--- src/hw/rtl/lr_pkg.sv ---
// Shared definitions for the line rasterizer: operation codes and the
// control bundle passed from the top level to the stepping core.
// No dependencies.
package lr_pkg;

  localparam logic OP_START = 1'b0;
  localparam logic OP_TICK  = 1'b1;

  typedef struct packed {
    logic advance;  // the held item moves into the result register this cycle
    logic op;       // operation of the held item
  } lr_ctl_t;

endpackage

--- src/hw/rtl/line_rasterizer_top.sv ---
// Line rasterizer top level: input register, stepping core and result register.
// Depends on lr_pkg and lr_step.
//
// Usage: each transfer on the s_ channel carries one command. tuser = 0 starts
// a line from the endpoints in tdata and emits its first pixel; tuser = 1
// advances one pixel along the current line. Every command gives exactly one
// transfer on the m_ channel: the pixel in tdata, tuser = 1 when a pixel is
// emitted (0 for an advance while no line is active), tlast on the final pixel.
// A command accepted on s_ is registered in the input register, processed by
// lr_step and captured in the result register, which drives m_.
// Throughput: one command per cycle unless m_ stalls, set by the error update
// and position step in lr_step. A start while a line is active drops that line.
// When the receiver stalls, the result register holds and the input register
// takes one more command if empty; s_tready then falls until m_ drains.
// Reset (rst, synchronous) empties both registers and leaves the core idle.
module line_rasterizer_top import lr_pkg::*; #(
  parameter int COORD_BITS = 10
) (
  input  logic                                 clk,
  input  logic                                 rst,
  input  logic                                 s_tvalid,
  output logic                                 s_tready,
  // start_x, start_y, end_x, end_y, zero padding
  input  logic [((4*COORD_BITS+7)/8)*8-1:0]    s_tdata,
  // op
  input  logic                                 s_tuser,
  output logic                                 m_tvalid,
  input  logic                                 m_tready,
  // pix_x, pix_y, zero padding
  output logic [((2*COORD_BITS+7)/8)*8-1:0]    m_tdata,
  // pix_valid
  output logic                                 m_tuser,
  // last_pixel
  output logic                                 m_tlast
);

  localparam int C     = COORD_BITS;
  localparam int OUT_W = ((2*COORD_BITS+7)/8)*8;

  logic         in_valid, in_op;
  logic [C-1:0] in_sx, in_sy, in_ex, in_ey;
  logic [C-1:0] res_x, res_y;
  logic         res_valid, res_last;
  logic [C-1:0] step_x, step_y;
  logic         step_valid, step_last;
  lr_ctl_t      ctl;

  assign ctl.advance = in_valid && (!m_tvalid || m_tready);
  assign ctl.op      = in_op;
  assign s_tready    = !in_valid || ctl.advance;

  always_ff @(posedge clk) begin
    if (rst) begin
      in_valid <= 1'b0;
    end else if (s_tready) begin
      in_valid <= s_tvalid;
    end
  end

  always_ff @(posedge clk) begin
    if (s_tvalid && s_tready) begin
      in_op <= s_tuser;
      in_sx <= s_tdata[C-1:0];
      in_sy <= s_tdata[2*C-1:C];
      in_ex <= s_tdata[3*C-1:2*C];
      in_ey <= s_tdata[4*C-1:3*C];
    end
  end

  lr_step #(.COORD_BITS(COORD_BITS)) u_step (
    .clk        (clk),
    .rst        (rst),
    .ctl        (ctl),
    .start_x    (in_sx),
    .start_y    (in_sy),
    .end_x      (in_ex),
    .end_y      (in_ey),
    .pix_x      (step_x),
    .pix_y      (step_y),
    .pix_valid  (step_valid),
    .last_pixel (step_last)
  );

  always_ff @(posedge clk) begin
    if (rst) begin
      m_tvalid <= 1'b0;
    end else if (!m_tvalid || m_tready) begin
      m_tvalid <= in_valid;
    end
  end

  always_ff @(posedge clk) begin
    if (ctl.advance) begin
      res_x     <= step_x;
      res_y     <= step_y;
      res_valid <= step_valid;
      res_last  <= step_last;
    end
  end

  assign m_tdata = OUT_W'({res_y, res_x});
  assign m_tuser = res_valid;
  assign m_tlast = res_last;

endmodule

--- src/hw/rtl/lr_step.sv ---
// Bresenham stepping core: line state registers and the combinational
// start/advance logic that produces one pixel per item.
// Depends on lr_pkg.
module lr_step import lr_pkg::*; #(
  parameter int COORD_BITS = 10
) (
  input  logic                  clk,
  input  logic                  rst,
  input  lr_ctl_t               ctl,
  input  logic [COORD_BITS-1:0] start_x,
  input  logic [COORD_BITS-1:0] start_y,
  input  logic [COORD_BITS-1:0] end_x,
  input  logic [COORD_BITS-1:0] end_y,
  output logic [COORD_BITS-1:0] pix_x,
  output logic [COORD_BITS-1:0] pix_y,
  output logic                  pix_valid,
  output logic                  last_pixel
);

  localparam int C  = COORD_BITS;
  localparam int EW = COORD_BITS + 2;
  localparam int WW = COORD_BITS + 3;

  logic [C-1:0]  cur_x, cur_y, delta_x, delta_y, steps_left;
  logic [EW-1:0] err_term;
  logic          step_neg_x, step_neg_y, x_major, busy;

  logic [C-1:0]  cur_x_next, cur_y_next, delta_x_next, delta_y_next, steps_left_next;
  logic [EW-1:0] err_term_next;
  logic          step_neg_x_next, step_neg_y_next, x_major_next, busy_next;

  logic          s_neg_x, s_neg_y, s_xmaj;
  logic [C-1:0]  s_dx, s_dy, s_dmaj, s_dmin;
  logic [C-1:0]  t_dmaj, t_dmin, t_steps;
  logic [WW-1:0] s_err, t_err_wide, t_err_ext;

  always_comb begin
    s_neg_x = end_x < start_x;
    s_neg_y = end_y < start_y;
    s_dx    = s_neg_x ? start_x - end_x : end_x - start_x;
    s_dy    = s_neg_y ? start_y - end_y : end_y - start_y;
    s_xmaj  = s_dx > s_dy;
    s_dmaj  = s_xmaj ? s_dx : s_dy;
    s_dmin  = s_xmaj ? s_dy : s_dx;
    s_err   = {2'b00, s_dmin, 1'b0} - {3'b000, s_dmaj};

    t_dmaj    = x_major ? delta_x : delta_y;
    t_dmin    = x_major ? delta_y : delta_x;
    t_err_ext = {err_term[EW-1], err_term};
    // A negative error term steps the major axis only.
    if (err_term[EW-1]) begin
      t_err_wide = t_err_ext + {2'b00, t_dmin, 1'b0};
    end else begin
      t_err_wide = t_err_ext + {2'b00, t_dmin, 1'b0} - {2'b00, t_dmaj, 1'b0};
    end
    t_steps = steps_left - 1'b1;
  end

  always_comb begin
    cur_x_next      = cur_x;
    cur_y_next      = cur_y;
    delta_x_next    = delta_x;
    delta_y_next    = delta_y;
    steps_left_next = steps_left;
    err_term_next   = err_term;
    step_neg_x_next = step_neg_x;
    step_neg_y_next = step_neg_y;
    x_major_next    = x_major;
    busy_next       = busy;
    pix_valid       = 1'b0;
    last_pixel      = 1'b0;
    if (ctl.op == OP_START) begin
      step_neg_x_next = s_neg_x;
      step_neg_y_next = s_neg_y;
      delta_x_next    = s_dx;
      delta_y_next    = s_dy;
      x_major_next    = s_xmaj;
      err_term_next   = s_err[EW-1:0];
      cur_x_next      = start_x;
      cur_y_next      = start_y;
      steps_left_next = s_dmaj;
      busy_next       = s_dmaj != '0;
      pix_valid       = 1'b1;
      last_pixel      = s_dmaj == '0;
    end else if (busy) begin
      err_term_next = t_err_wide[EW-1:0];
      if (x_major || !err_term[EW-1]) begin
        cur_x_next = step_neg_x ? cur_x - 1'b1 : cur_x + 1'b1;
      end
      if (!x_major || !err_term[EW-1]) begin
        cur_y_next = step_neg_y ? cur_y - 1'b1 : cur_y + 1'b1;
      end
      steps_left_next = t_steps;
      busy_next       = t_steps != '0;
      pix_valid       = 1'b1;
      last_pixel      = t_steps == '0;
    end
    // A tick while idle reports zeros and leaves the state alone.
    pix_x = pix_valid ? cur_x_next : '0;
    pix_y = pix_valid ? cur_y_next : '0;
  end

  always_ff @(posedge clk) begin
    if (rst) begin
      cur_x      <= '0;
      cur_y      <= '0;
      delta_x    <= '0;
      delta_y    <= '0;
      steps_left <= '0;
      err_term   <= '0;
      step_neg_x <= 1'b0;
      step_neg_y <= 1'b0;
      x_major    <= 1'b0;
      busy       <= 1'b0;
    end else if (ctl.advance) begin
      cur_x      <= cur_x_next;
      cur_y      <= cur_y_next;
      delta_x    <= delta_x_next;
      delta_y    <= delta_y_next;
      steps_left <= steps_left_next;
      err_term   <= err_term_next;
      step_neg_x <= step_neg_x_next;
      step_neg_y <= step_neg_y_next;
      x_major    <= x_major_next;
      busy       <= busy_next;
    end
  end

endmodule

--- config.mk ---
export PLATFORM = sky130hd
export DESIGN_NAME = line_rasterizer_top
export DESIGN_NICKNAME = d
export VERILOG_FILES = /design/src/hw/rtl/lr_pkg.sv /design/src/hw/rtl/line_rasterizer_top.sv /design/src/hw/rtl/lr_step.sv
export SDC_FILE = /design/constraint.sdc
export NUM_CORES = 1
export LEC_CHECK = 0
export ABC_CLOCK_PERIOD_IN_PS = 16100
export BUFFER_PORTS_ARGS = -buffer_cell sky130_fd_sc_hd__buf_4
export CAP_MARGIN = 20
export CORE_ASPECT_RATIO = 1.2
export CORE_UTILIZATION = 60
export CTS_CLUSTER_DIAMETER = 40
export DETAILED_ROUTE_END_ITERATION = 7
export GPL_TIMING_DRIVEN = 0
export HOLD_SLACK_MARGIN = 0.08
export PLACE_DENSITY = 0.83
export SYNTH_ARGS = -nofsm -noshare
export SYNTH_HDL_FRONTEND = slang
export SYNTH_SLANG_ARGS = --single-unit
export TNS_END_PERCENT = 10
--- constraint.sdc ---
create_clock -name clk -period 16.1 [get_ports clk]
set_input_delay 0.805 -clock clk [delete_from_list [all_inputs] [get_ports clk]]
set_output_delay 0.805 -clock clk [all_outputs]
set_load 0.01 [all_outputs]
After elaboration in Yosys (flattened, before gate mapping) --
Index checks and enable logic that the tools add are counted.
Word-level totals: register bits after elaboration 131, input bits 45, logic and storage cells 79
Operators by class: add/sub/neg operators 12, magnitude comparators 3, equal/unequal tests 1, muxes and demuxes 25, bitwise operators 1, reductions and logical operators 16
Operators by type and width (count):
- $mux W10 | 16
- $sub A10 B10 Y10 | 4
- $mux W12 | 3
- $sub A10 B1 Y10 const B | 3
- $add A10 B1 Y10 const B | 2
- $logic_not A10 Y1 | 2
- $lt A10 B10 Y1 | 2
- $reduce_bool A10 Y1 | 2
- $add A12 B12 Y12 | 1
- $sub A11 B10 Y12 | 1
- $sub A12 B11 Y12 | 1
- $gt A10 B10 Y1 | 1
- $mux W1 | 6
- $logic_not A1 Y1 | 4
- $logic_or A1 B1 Y1 | 4
- $reduce_and A2 Y1 | 2
- $logic_and A1 B1 Y1 | 2
- $ne A2 B1 Y1 const B | 1
- $not A1 Y1 | 1

Depth between registers and ports, before layout --
Gate-level depths: netlist of run 1.
depth after elaboration 6, mapped depth 32, gate-level depth less buffers 29

Hierarchy --
From an unflattened synthesis of run 1, not the netlist that was laid out.
Unflattened totals: cells, all modules 1088, area, all modules 9644.2 sq um
Modules (own cells, without submodules):
- lr_step | times used 1, cells an instance 1010, area each 7614.8 sq um, seq. area each 1301.2 sq um
- line_rasterizer_top | times used 1, cells an instance 78, area each 2029.4 sq um, seq. area each 1931.9 sq um

Least setup slack after synthesis of run 1 --
Ideal clock, no wire load.
kind reg-to-reg, from reg in_ex[0], to reg u_step.err_term[10], library setup time 0.074 ns, arrival 6.500 ns, data required time 16.026 ns, setup slack 9.526 ns, cell stages (with the launch flop) 31, path buffers 3, cells stage by stage edfxtp_1 -> inv_1 -> ha_1 -> inv_1 -> fa_1 -> a21o_1 -> a221o_1 -> a211oi_4 -> mux2i_1 -> xor2_1 -> ha_1 -> a21oi_1 -> o21ai_0 -> a2111oi_1 -> or2_2 -> clkbuf_1 -> clkbuf_8 -> clkbuf_1 -> nor2_1 -> a21oi_1 -> inv_1 -> fa_1 -> nor2b_1 -> o2111ai_1 -> nand3b_1 -> a21o_1 -> a21oi_1 -> o21ai_0 -> and3_1 -> o21ai_0 -> a31oi_1
On the way: cells in the longest elaborated chain, start to end 6, elaborated cells between the ends (all ways) 9
Ends and longest elaborated chain:
- from (decl) | RTL line line_rasterizer_top.sv:41 | logic [C-1:0] in_sx, in_sy, in_ex, in_ey;
- from (signal assigned) | RTL line line_rasterizer_top.sv:65 | in_ex <= s_tdata[3*C-1:2*C];
- $sub A10 B10 Y10 or $lt A10 B10 Y1 (tied branches) | RTL line lr_step.sv:40, lr_step.sv:38
- $mux W10 (*) | RTL line lr_step.sv:40 | s_dx = s_neg_x ? start_x - end_x : end_x - start_x;
- via u_step.s_dx[5] | RTL line lr_step.sv:33 | logic [C-1:0] s_dx, s_dy, s_dmaj, s_dmin;
- $gt A10 B10 Y1 | RTL line lr_step.sv:42 | s_xmaj = s_dx > s_dy;
- $mux W10 (on tied branches) | RTL line lr_step.sv:44, lr_step.sv:43
- $sub A11 B10 Y12 (*) | RTL line lr_step.sv:45 | s_err = {2'b00, s_dmin, 1'b0} - {3'b000, s_dmaj};
- $mux W12 (*) | RTL line lr_step.sv:72 | if (ctl.op == OP_START) begin
- to (signal assigned) | RTL line lr_step.sv:121 | err_term <= err_term_next;
- to (decl) | RTL line lr_step.sv:25 | logic [EW-1:0] err_term;
Mark *: on every way through the listed nets, which the timed path passes. The rest lies on a longest branch. A chain may end at the register's enable or synchronous reset.

Worst setup path after layout of run 1 --
from reg in_sy[1], to reg u_step.err_term[10]
On the way: cells in the longest elaborated chain, start to end 6, elaborated cells between the ends (all ways) 9
Ends and longest elaborated chain:
- from (decl) | RTL line line_rasterizer_top.sv:41
- from (signal assigned) | RTL line line_rasterizer_top.sv:64 | in_sy <= s_tdata[2*C-1:C];
- $sub A10 B10 Y10 or $lt A10 B10 Y1 (tied branches) | RTL line lr_step.sv:41, lr_step.sv:39
- $mux W10 (*) | RTL line lr_step.sv:41 | s_dy = s_neg_y ? start_y - end_y : end_y - start_y;
- $gt A10 B10 Y1 | RTL line lr_step.sv:42
- $mux W10 (on tied branches) | RTL line lr_step.sv:44, lr_step.sv:43
- $sub A11 B10 Y12 (*) | RTL line lr_step.sv:45
- $mux W12 (*) | RTL line lr_step.sv:72
Mark *: on every way between the ends. The rest lies on a longest branch, timed or not.

==> out/qor.log, run 1 <==
qor: placement.pre_cts_ws 8.27 ns
qor: synthesis.dominantRegCellSynth sky130_fd_sc_hd__dfxtp_1
qor: synthesis.ys_seq_elements 130
qor: synthesis.synth.lib_cells_used.distinct 78
qor: global_route.largest_net_degree_at_the_start_of_global_routing 42
qor: power_and_ir_drop.sequentialPowerShare 27.1%
qor: power_and_ir_drop.p_leak 0.00468 uW
qor: synthesis.seq_area_frac_synth 33.3%
qor: critical_path.critical-path-slowest-cell sky130_fd_sc_hd__a2111oi_1
qor: finish.diodes 0
qor: clock_tree.ctsResizeCount 0
qor: route.detail_route.first_pass.iterations 7
qor: sta.relSlewSlack 38.2%
qor: clock_tree.setup_repair_bufs_after_cts 0
qor: power_and_ir_drop.total_switching_power 562 uW
qor: power_and_ir_drop.internal_power 879 uW
qor: synthesis.async_reset_ff_share 0%
qor: power_and_ir_drop.power_density 130 nW/um^2
qor: critical_path.max_stage_delay 0.68 ns
qor: route.num_vias 8666
qor: sta.timing.final.ws_setup 8.08 ns
qor: finish.nNetsFinal 1329
qor: sta.drv_slew 0
qor: synthesis.gate_count_after_technology_mapping 1091
qor: route.first_iter_violations 746
qor: critical_path.critical_path.max_fanout 10
qor: clock_tree.clockRootBuffer sky130_fd_sc_hd__clkbuf_16
qor: power_and_ir_drop.p_clk_share 26.8%
qor: clock_tree.numClockSinks 130
qor: placement.gpl.final_weighted_congestion 0.965
qor: route.top_signal_layer_used met4
qor: critical_path.cp-end-kind flop
qor: global_route.grt_remaining_overflow 0
qor: critical_path.worstSetupStartpointType flop
qor: power_and_ir_drop.power.ir.vdd_worst 0.0929 mV
qor: synthesis.mappedNetlistArea 9710 sq um
qor: sta.grt_setup_unrepaired no
qor: route.metal2_wl 13000 microns
qor: critical_path.worstPathArrival 8.30 ns
qor: route.met3_layer_wire_length_in_the_routed_design 1740 microns
qor: power_and_ir_drop.p_comb_share 46.0%
qor: floorplanning.core 15700 sq um
qor: clock_tree.cts_max_level 4
qor: route.ant_nets 0
qor: sta.fin_worst_skew 0.00652 ns
qor: sta.hold_ws 0.465 ns
qor: placement.buffer_ports.inserted 67
qor: placement.hpwl_after_detailed_placement 20200 microns
qor: synthesis.synth_enable_flop_cells 63
qor: finish.final_layout_size_suffix_gt1_share 13.2%
qor: critical_path.crit_type flop to flop
qor: global_route.via_count_of_the_first_global_routing_pass 8298
qor: clock_tree.cts.reportedPaths.clkPinSlew 0.06 ns
qor: finish.regMostFlops u_step.err_term
qor: clock_tree.number_of_buffers_created_by_cts 17
qor: route.postRouteWirelength 26600 microns
qor: floorplanning.rows 50
qor: floorplanning.io-pin-count 73
qor: finish.largest_register_ff_count 11
qor: route.vias_per_cell 6.19
qor: finish.num-fill-cells 1210
qor: sta.final.setup.tns 0 ns
qor: global_route.grt_first_pass_wirelength 41600 microns
qor: global_route.antenna_found_initial 0
qor: worst_hold_path.min-delay-path-class flop to flop
qor: sta.timing.final.hold_violations 0
qor: global_route.groute.usage.overall 32.1%
qor: finish.flow.area_growth_from_synthesis 14.0%
qor: critical_path.cp.required 16.38 ns
qor: status.status finished clean
qor: route.met1_length 10300 microns
qor: job.cap_violations 0
qor: clock_tree.worstSkewPairLatency 0.42 ns
qor: route.post_drt_wl_per_cell 19.0 microns
qor: sta.worstMarginPinSlew 0.921 ns
qor: floorplanning.floorplan.die.height 141 microns
qor: sta.period_needed 8.02 ns
qor: synthesis.yosys_warnings 0
qor: synthesis.synth_area_per_cell 8.90 sq um
qor: clock_tree.number_of_buffers_added_to_fix_hold_violations_after_cts 0
qor: power_and_ir_drop.power.share.switching 39.0%
qor: sta.fin_crit_sh 49.8%
qor: clock_tree.cts.path.max_buffers 2
qor: floorplanning.initial_utilization 61.8%
qor: sta.max_clock_freq 125 MHz
qor: sta.final_setup_violation_count 0
qor: floorplanning.die-width 118 microns
qor: clock_tree.clock_tree_from_tritoncts done
qor: floorplanning.floorplan.die_area 16700 sq um
qor: route.drcViolationCount 0
[logic make-up after synthesis]
logic type / Yosys count / share of synthesized area, %
AOI/OAI and AO/OA: 311 / 20.9
muxes: 57 / 6.40
adders and majority gates: 104 / 14.1
and+or+nand+nor: 296 / 13.9
other: 1 / 0.0386
buffers and inverters: 139 / 6.58
xor gates and xnor gates: 53 / 4.86
DFF: 130 / 33.3
[per-layer routing]
metal	global-route usage (%)	up-vias
li1	-	4090
met1	37.2	4027
met2	55.9	448
met3	4.50	101
met4	20.3	0
met5	0	-
[layout by cell type, fill, tap and decap left out, types with 18 or more instances in the layout]
master,instances
sky130_fd_sc_hd__a211oi_1,33
sky130_fd_sc_hd__a21oi_1,89
sky130_fd_sc_hd__buf_4,73
sky130_fd_sc_hd__clkbuf_1,29
sky130_fd_sc_hd__dfxtp_1,67
sky130_fd_sc_hd__edfxtp_1,63
sky130_fd_sc_hd__ha_1,95
sky130_fd_sc_hd__inv_1,80
sky130_fd_sc_hd__mux2i_1,37
sky130_fd_sc_hd__nand2_1,103
sky130_fd_sc_hd__nand3_1,18
sky130_fd_sc_hd__nor2_1,96
sky130_fd_sc_hd__o211ai_1,21
sky130_fd_sc_hd__o21ai_0,63
sky130_fd_sc_hd__xnor2_1,33
sky130_fd_sc_hd__xor2_1,19
[power by group through the flow]
stage,clock (uW),sequential (uW),combinational [uW]
final,387,391,664
after global routing,399,393,728
after CTS,385,391,650
after detailed placement,0,397,643
after global placement,0,397,629
after floorplan,0,392,504
[critical path, delay by kind of cell, from the launching register on]
family | cells | cell delay [ns]
adders and majority gates | 3 | 1.28
xor gates and xnor gates | 1 | 0.53
and+or+nand+nor | 5 | 0.79
muxes | 1 | 0.34
buffers and inverters | 6 | 1.29
AOI/OAI and AO/OA | 14 | 3.16
DFF | 1 | 0.49
[final cells by class]
cell class	count	area [sq um]	share of cell area, %
timing repair buffer	67	503	4.54
sequential	130	3230	29.2
multi-input combinational	825	5850	52.8
clock inverter	15	159	1.44
buffer	57	333	3.01
clock buffer	17	425	3.84
inverter	82	308	2.78
tap	208	260	2.35
[path summary, 6_finish.rpt]
| check | start | end | slack [ns] | depth (start not counted) |
|---|---|---|---|---|
| worst max-delay path | in_sy[1]$_DFFE_PP_ | u_step.err_term[10]$_SDFFE_PP0P_ | 8.08 | 30 |
| worst min-delay path | u_step.err_term[4]$_SDFFE_PP0P_ | u_step.err_term[4]$_SDFFE_PP0P_ | 0.46 | 2 |
| worst max register to register | in_sy[1]$_DFFE_PP_ | u_step.err_term[10]$_SDFFE_PP0P_ | 8.08 | 30 |
| worst min register to register | u_step.err_term[4]$_SDFFE_PP0P_ | u_step.err_term[4]$_SDFFE_PP0P_ | 0.46 | 2 |
[Yosys cell counts, types with 4 or more instances]
library cell | instances | area [sq um]
sky130_fd_sc_hd__mux2i_1 | 37 | 370
sky130_fd_sc_hd__nand4_1 | 5 | 31.3
sky130_fd_sc_hd__o2bb2ai_1 | 4 | 35.0
sky130_fd_sc_hd__a21oi_1 | 89 | 445
sky130_fd_sc_hd__ha_1 | 95 | 1190
sky130_fd_sc_hd__inv_1 | 80 | 300
sky130_fd_sc_hd__fa_1 | 9 | 180
sky130_fd_sc_hd__nand2b_1 | 10 | 62.6
sky130_fd_sc_hd__dfxtp_1 | 67 | 1340
sky130_fd_sc_hd__o21a_1 | 12 | 90.1
sky130_fd_sc_hd__a31oi_1 | 10 | 62.6
sky130_fd_sc_hd__o21ai_0 | 63 | 315
sky130_fd_sc_hd__or2_2 | 5 | 31.3
sky130_fd_sc_hd__a211oi_1 | 33 | 248
sky130_fd_sc_hd__nand3_1 | 18 | 90.1
sky130_fd_sc_hd__xnor2_1 | 33 | 289
sky130_fd_sc_hd__clkbuf_1 | 30 | 113
sky130_fd_sc_hd__o41ai_1 | 5 | 43.8
sky130_fd_sc_hd__o22ai_1 | 5 | 31.3
sky130_fd_sc_hd__nand3b_1 | 8 | 60.1
sky130_fd_sc_hd__xor2_1 | 19 | 166
sky130_fd_sc_hd__nor3_1 | 13 | 65.1
sky130_fd_sc_hd__a22oi_1 | 4 | 30.0
sky130_fd_sc_hd__and2_1 | 6 | 37.5
sky130_fd_sc_hd__nor2b_1 | 11 | 68.8
sky130_fd_sc_hd__o211ai_1 | 21 | 158
sky130_fd_sc_hd__nand2_1 | 103 | 387
sky130_fd_sc_hd__nor2_1 | 96 | 360
sky130_fd_sc_hd__mux2_2 | 16 | 180
sky130_fd_sc_hd__buf_4 | 6 | 45.0
sky130_fd_sc_hd__and3_1 | 4 | 25.0
sky130_fd_sc_hd__buf_6 | 4 | 45.0
sky130_fd_sc_hd__clkbuf_8 | 6 | 82.6
sky130_fd_sc_hd__a21o_1 | 17 | 128
sky130_fd_sc_hd__o31ai_1 | 8 | 60.1
sky130_fd_sc_hd__buf_1 | 7 | 26.3
sky130_fd_sc_hd__or3_1 | 6 | 37.5
sky130_fd_sc_hd__edfxtp_1 | 63 | 1890
[per-stage QoR]
stage	cell area, sq um	util, %	power, uW	std cells
3_5_place_dp	10500	66.8	1040	1369
5_1_grt	11100	70.5	1520	1401
4_1_cts	11100	70.5	1430	1401
3_3_place_gp	10500	66.8	1030	1369
6_report	11100	70.5	1440	1401
2_1_floorplan	9720	-	896	1094
Note: power is estimated with default switching activity, not from simulation.
==> run 2, diff against run 1 <==
--- a/config.mk
+++ b/config.mk
@@ -5,7 +5,8 @@
 export SDC_FILE = /design/constraint.sdc
 export NUM_CORES = 1
 export LEC_CHECK = 0
-export ABC_CLOCK_PERIOD_IN_PS = 16100
+export ABC_AREA = 1
+export ABC_CLOCK_PERIOD_IN_PS = 8200
 export BUFFER_PORTS_ARGS = -buffer_cell sky130_fd_sc_hd__buf_4
 export CAP_MARGIN = 20
 export CORE_ASPECT_RATIO = 1.2
@@ -14,7 +15,7 @@
 export DETAILED_ROUTE_END_ITERATION = 7
 export GPL_TIMING_DRIVEN = 0
 export HOLD_SLACK_MARGIN = 0.08
-export PLACE_DENSITY = 0.83
+export PLACE_DENSITY = 0.82
 export SYNTH_ARGS = -nofsm -noshare
 export SYNTH_HDL_FRONTEND = slang
 export SYNTH_SLANG_ARGS = --single-unit
==> constraint.sdc (replaced) <==
create_clock -name clk -period 8.2 [get_ports clk]
set_input_delay 0.41 -clock clk [delete_from_list [all_inputs] [get_ports clk]]
set_output_delay 0.41 -clock clk [all_outputs]
set_load 0.01 [all_outputs]
==> run 2 against run 1 <==
Compared with the run above: sequential power grew 94%; first-iteration DRC count up 17%; synthesized cell count is 40% higher; global-route usage increased by 3.0 points; clock skew up 0.0033 ns; worst setup slack lost 5.6 ns; largest power group unchanged; register-to-register slack worse by 5.6 ns; fmax is 39% higher.
==> out/qor.log, run 2 <==
qor: clock_tree.number_of_buffers_added_to_fix_hold_violations_after_cts 0 [unchanged]
qor: floorplanning.floorplan.die.height 147 microns [+4.0%]
qor: route.post_drt_wl_per_cell 16.3 microns [-14%]
qor: synthesis.synth_common_cells sky130_fd_sc_hd__nand2_1 (402), sky130_fd_sc_hd__inv_1 (255), sky130_fd_sc_hd__a21oi_1 (136), sky130_fd_sc_hd__o21ai_0 (132), sky130_fd_sc_hd__nand3_1 (103)
qor: route.num_vias 10.5k [+21%]
qor: sta.drv_slew 0 [unchanged]
qor: finish.flow.area_growth_from_synthesis 12.9%
qor: sta.fin_worst_skew 0.00983 ns [+0.00331 ns]
qor: synthesis.dominantRegCellSynth sky130_fd_sc_hd__dfxtp_1
qor: clock_tree.number_of_buffers_created_by_cts 17 [unchanged]
qor: power_and_ir_drop.power_density 232 nW/um^2 [+78%]
qor: floorplanning.floorplan.die_area 18100 sq um [+8.1%]
qor: sta.worstMarginPinSlew 0.844 ns [-0.0769 ns]
qor: synthesis.synth_area_leaders sky130_fd_sc_hd__edfxtp_1 (18%), sky130_fd_sc_hd__nand2_1 (14%), sky130_fd_sc_hd__dfxtp_1 (13%)
qor: finish.design_area 11900 sq um [+7.2%]
qor: floorplanning.rows 52 [+4.0%]
qor: global_route.largest_net_degree_at_the_start_of_global_routing 42 [unchanged]
qor: placement.hpwl_after_detailed_placement 24000 microns [+19%]
qor: route.metal2_wl 14400 microns [+10%]
qor: synthesis.synth_area_per_cell 6.86 sq um [-23%]
qor: finish.final_common_cell sky130_fd_sc_hd__nand2_1
qor: clock_tree.setup_repair_bufs_after_cts 0 [unchanged]
qor: critical_path.worst-r2r-setup-slack 2.44 ns [-5.64 ns]
qor: job.cap_violations 0 [unchanged]
qor: global_route.antenna_found_initial 0 [unchanged]
qor: power_and_ir_drop.p_leak 0.00599 uW [+28%]
qor: critical_path.max_stage_delay 0.40 ns [-0.28 ns]
qor: synthesis.synth.lib_cells_used.distinct 40 [-49%]
qor: sta.period_needed 5.76 ns [-2.26 ns]
qor: floorplanning.initial_utilization 61.9% [about the same]
qor: global_route.via_count_of_the_first_global_routing_pass 10.1k [+21%]
qor: critical_path.critical_path.startpoint in_sx[7]$_DFFE_PP_
qor: synthesis.yosys.area.top_type sky130_fd_sc_hd__edfxtp_1
qor: global_route.grt_remaining_overflow 0 [unchanged]
qor: synthesis.ys_seq_elements 130 [unchanged]
qor: clock_tree.ctsResizeCount 0 [unchanged]
qor: floorplanning.die-width 123 microns [+4.0%]
qor: sta.fin_crit_sh 70.2% [+20 points]
qor: synthesis.yosys_warnings 0 [unchanged]
qor: critical_path.critical_path.max_fanout 10 [unchanged]
qor: worst_hold_path.min-delay-start s_tdata[26]
qor: finish.regMostFlops u_step.err_term
qor: synthesis.mappedNetlistArea 10500 sq um [+8.2%]
qor: sta.timing.final.hold_violations 0 [unchanged]
qor: finish.final_layout_size_suffix_gt1_share 8.75% [-4.5 points]
qor: placement.dpl-instance-area 11300 sq um [+7.7%]
qor: placement.place.detailed.instances 1818 [+33%]
qor: route.postRouteWirelength 30200 microns [+13%]
qor: critical_path.cp.required 8.49 ns [-7.89 ns]
qor: global_route.grt_first_pass_wirelength 48400 microns [+16%]
qor: route.detail_route.first_pass.iterations 6 [-1]
qor: finish.layout.cells.non_filler 1850 [+32%]
qor: finish.largest_register_ff_count 11 [unchanged]
qor: sta.final.setup.tns 0 ns [unchanged]
qor: critical_path.worstPathArrival 6.04 ns [-2.26 ns]
qor: floorplanning.io-pin-count 73 [unchanged]
qor: floorplanning.core 17000 sq um [+8.1%]
qor: synthesis.post-synth-top-area-fraction 18.0% [-1.5 points]
qor: sta.final_setup_violation_count 0 [unchanged]
qor: route.met3_layer_wire_length_in_the_routed_design 2250 microns [+29%]
qor: critical_path.cp-end-kind flop
qor: route.first_iter_violations 873 [+17%]
qor: critical_path.crit_type flop to flop
qor: route.top_signal_layer_used met4
qor: global_route.groute.usage.overall 35.1% [+3.0 points]
qor: sta.grt_setup_unrepaired no
qor: critical_path.critical-path-slowest-cell sky130_fd_sc_hd__edfxtp_1
qor: power_and_ir_drop.post-layout-total-power 2750 uW [+91%]
qor: route.drcViolationCount 0 [unchanged]
qor: critical_path.crit-reg2reg-launch in_sx[7]$_DFFE_PP_
qor: worst_hold_path.min-delay-path-class input port to flop
qor: clock_tree.cts.path.max_buffers 2 [unchanged]
qor: clock_tree.cts_max_level 4 [unchanged]
qor: clock_tree.worstSkewPairLatency 0.44 ns [+0.02 ns]
qor: synthesis.gate_count_after_technology_mapping 1532 [+40%]
qor: status.status finished clean
qor: sta.relSlewSlack 43.1% [+5.0 points]
qor: critical_path.critical_path.most_common_cell sky130_fd_sc_hd__nand2_1
qor: clock_tree.clock_tree_from_tritoncts done
qor: critical_path.worstSetupStartpointType flop
qor: finish.nNetsFinal 1770 [+33%]
qor: sta.max_clock_freq 174 MHz [+39%]
qor: clock_tree.clockRootBuffer sky130_fd_sc_hd__clkbuf_16
qor: synthesis.async_reset_ff_share 0% [unchanged]
qor: synthesis.synth_enable_flop_cells 63 [unchanged]
qor: route.met1_length 11900 microns [+15%]
qor: synthesis.synthMostInstantiatedCell sky130_fd_sc_hd__nand2_1
qor: placement.gpl.final_weighted_congestion 0.976 [+1.1%]
qor: clock_tree.numClockSinks 130 [unchanged]
qor: clock_tree.cts.reportedPaths.clkPinSlew 0.06 ns [about the same]
qor: finish.mostFrequentLayoutCells sky130_fd_sc_hd__nand2_1 (402), sky130_fd_sc_hd__inv_1 (254), sky130_fd_sc_hd__a21oi_1 (136)
qor: route.vias_per_cell 5.67 [-8.4%]
qor: finish.diodes 0 [unchanged]
qor: synthesis.seq_area_frac_synth 30.8% [-2.5 points]
qor: route.ant_nets 0 [unchanged]
qor: power_and_ir_drop.power.ir.vdd_worst 0.172 mV [+85%]
qor: placement.buffer_ports.inserted 67 [unchanged]
-- run 2: cell types whose count changed after synthesis, sizes merged, moves of 29 or more --
cell,previous run,this run
inv,80,255
mux2i,39,0
nand2,103,417
a211oi,34,0
nand3,18,105
o21ai,65,134
a21oi,90,136
xnor2,34,5
-- run 2: routing by layer --
layer  vias to the layer above  GRT usage, %
met5                         -             0
met3                       106          7.03
li1                       5178             -
met1                      4748          40.8
met4                         0          20.2
met2                       453          59.1
-- run 2: path summary, 6_finish.rpt --
check	to	depth (start not counted)
max reg2reg	u_step.err_term[8]$_SDFFE_PP0P_	35
min reg2reg	u_step.steps_left[7]$_SDFFE_PP0P_	2
min	in_ex[6]$_DFFE_PP_	1
max	u_step.err_term[8]$_SDFFE_PP0P_	35
-- run 2: final cells by class --
type / count / area [sq um]
clock buffers: 17 / 425
flip-flops and latches: 130 / 3230
fillers: 1480 / 5110
inverters: 257 / 965
repair buffers: 67 / 503
multi-input cells: 1095 / 6080
well taps: 216 / 270
plain buffers: 53 / 249
clock inverters: 15 / 149
-- run 2: stage by stage --
stage / setup WS [ns] / hold WS (ns) / utilization (%)
2_1_floorplan: 3.73 / 0.444 / -
3_3_place_gp: 2.68 / 0.454 / 66.5
3_5_place_dp: 2.63 / 0.459 / 66.5
4_1_cts: 2.60 / 0.132 / 69.9
5_1_grt: 1.97 / 0.137 / 69.9
6_report: 2.44 / 0.147 / 69.9
-- run 2: cells by family (layout without fill, tap and decap cells) --
logic type      count (synthesis)  after routing  synth area share (%)
fa+ha+maj                     104            104                  13.0
other cells                     1              4                0.0357
buf+inv                       310            409                  11.5
xor+xnor                       37             37                  3.08
compound gates                323            323                  16.7
flops                         130            130                  30.8
simple gates                  627            627                  24.9
-- run 2: worst max-delay path, delay by kind of cell (launching register included) --
family / cells / cell delay [ns]
and+or+nand+nor: 20 / 2.01
adders and majority gates: 3 / 1.04
DFF: 1 / 0.40
buffers and inverters: 7 / 1.32
AOI/OAI and AO/OA: 5 / 0.85
-- run 2: where the power goes --
group | switching, uW | internal [uW] | total, uW
Sequential | 32.2 | 728 | 760
Clock | 322 | 424 | 746
Combinational | 822 | 427 | 1250
Total | 1180 | 1580 | 2750
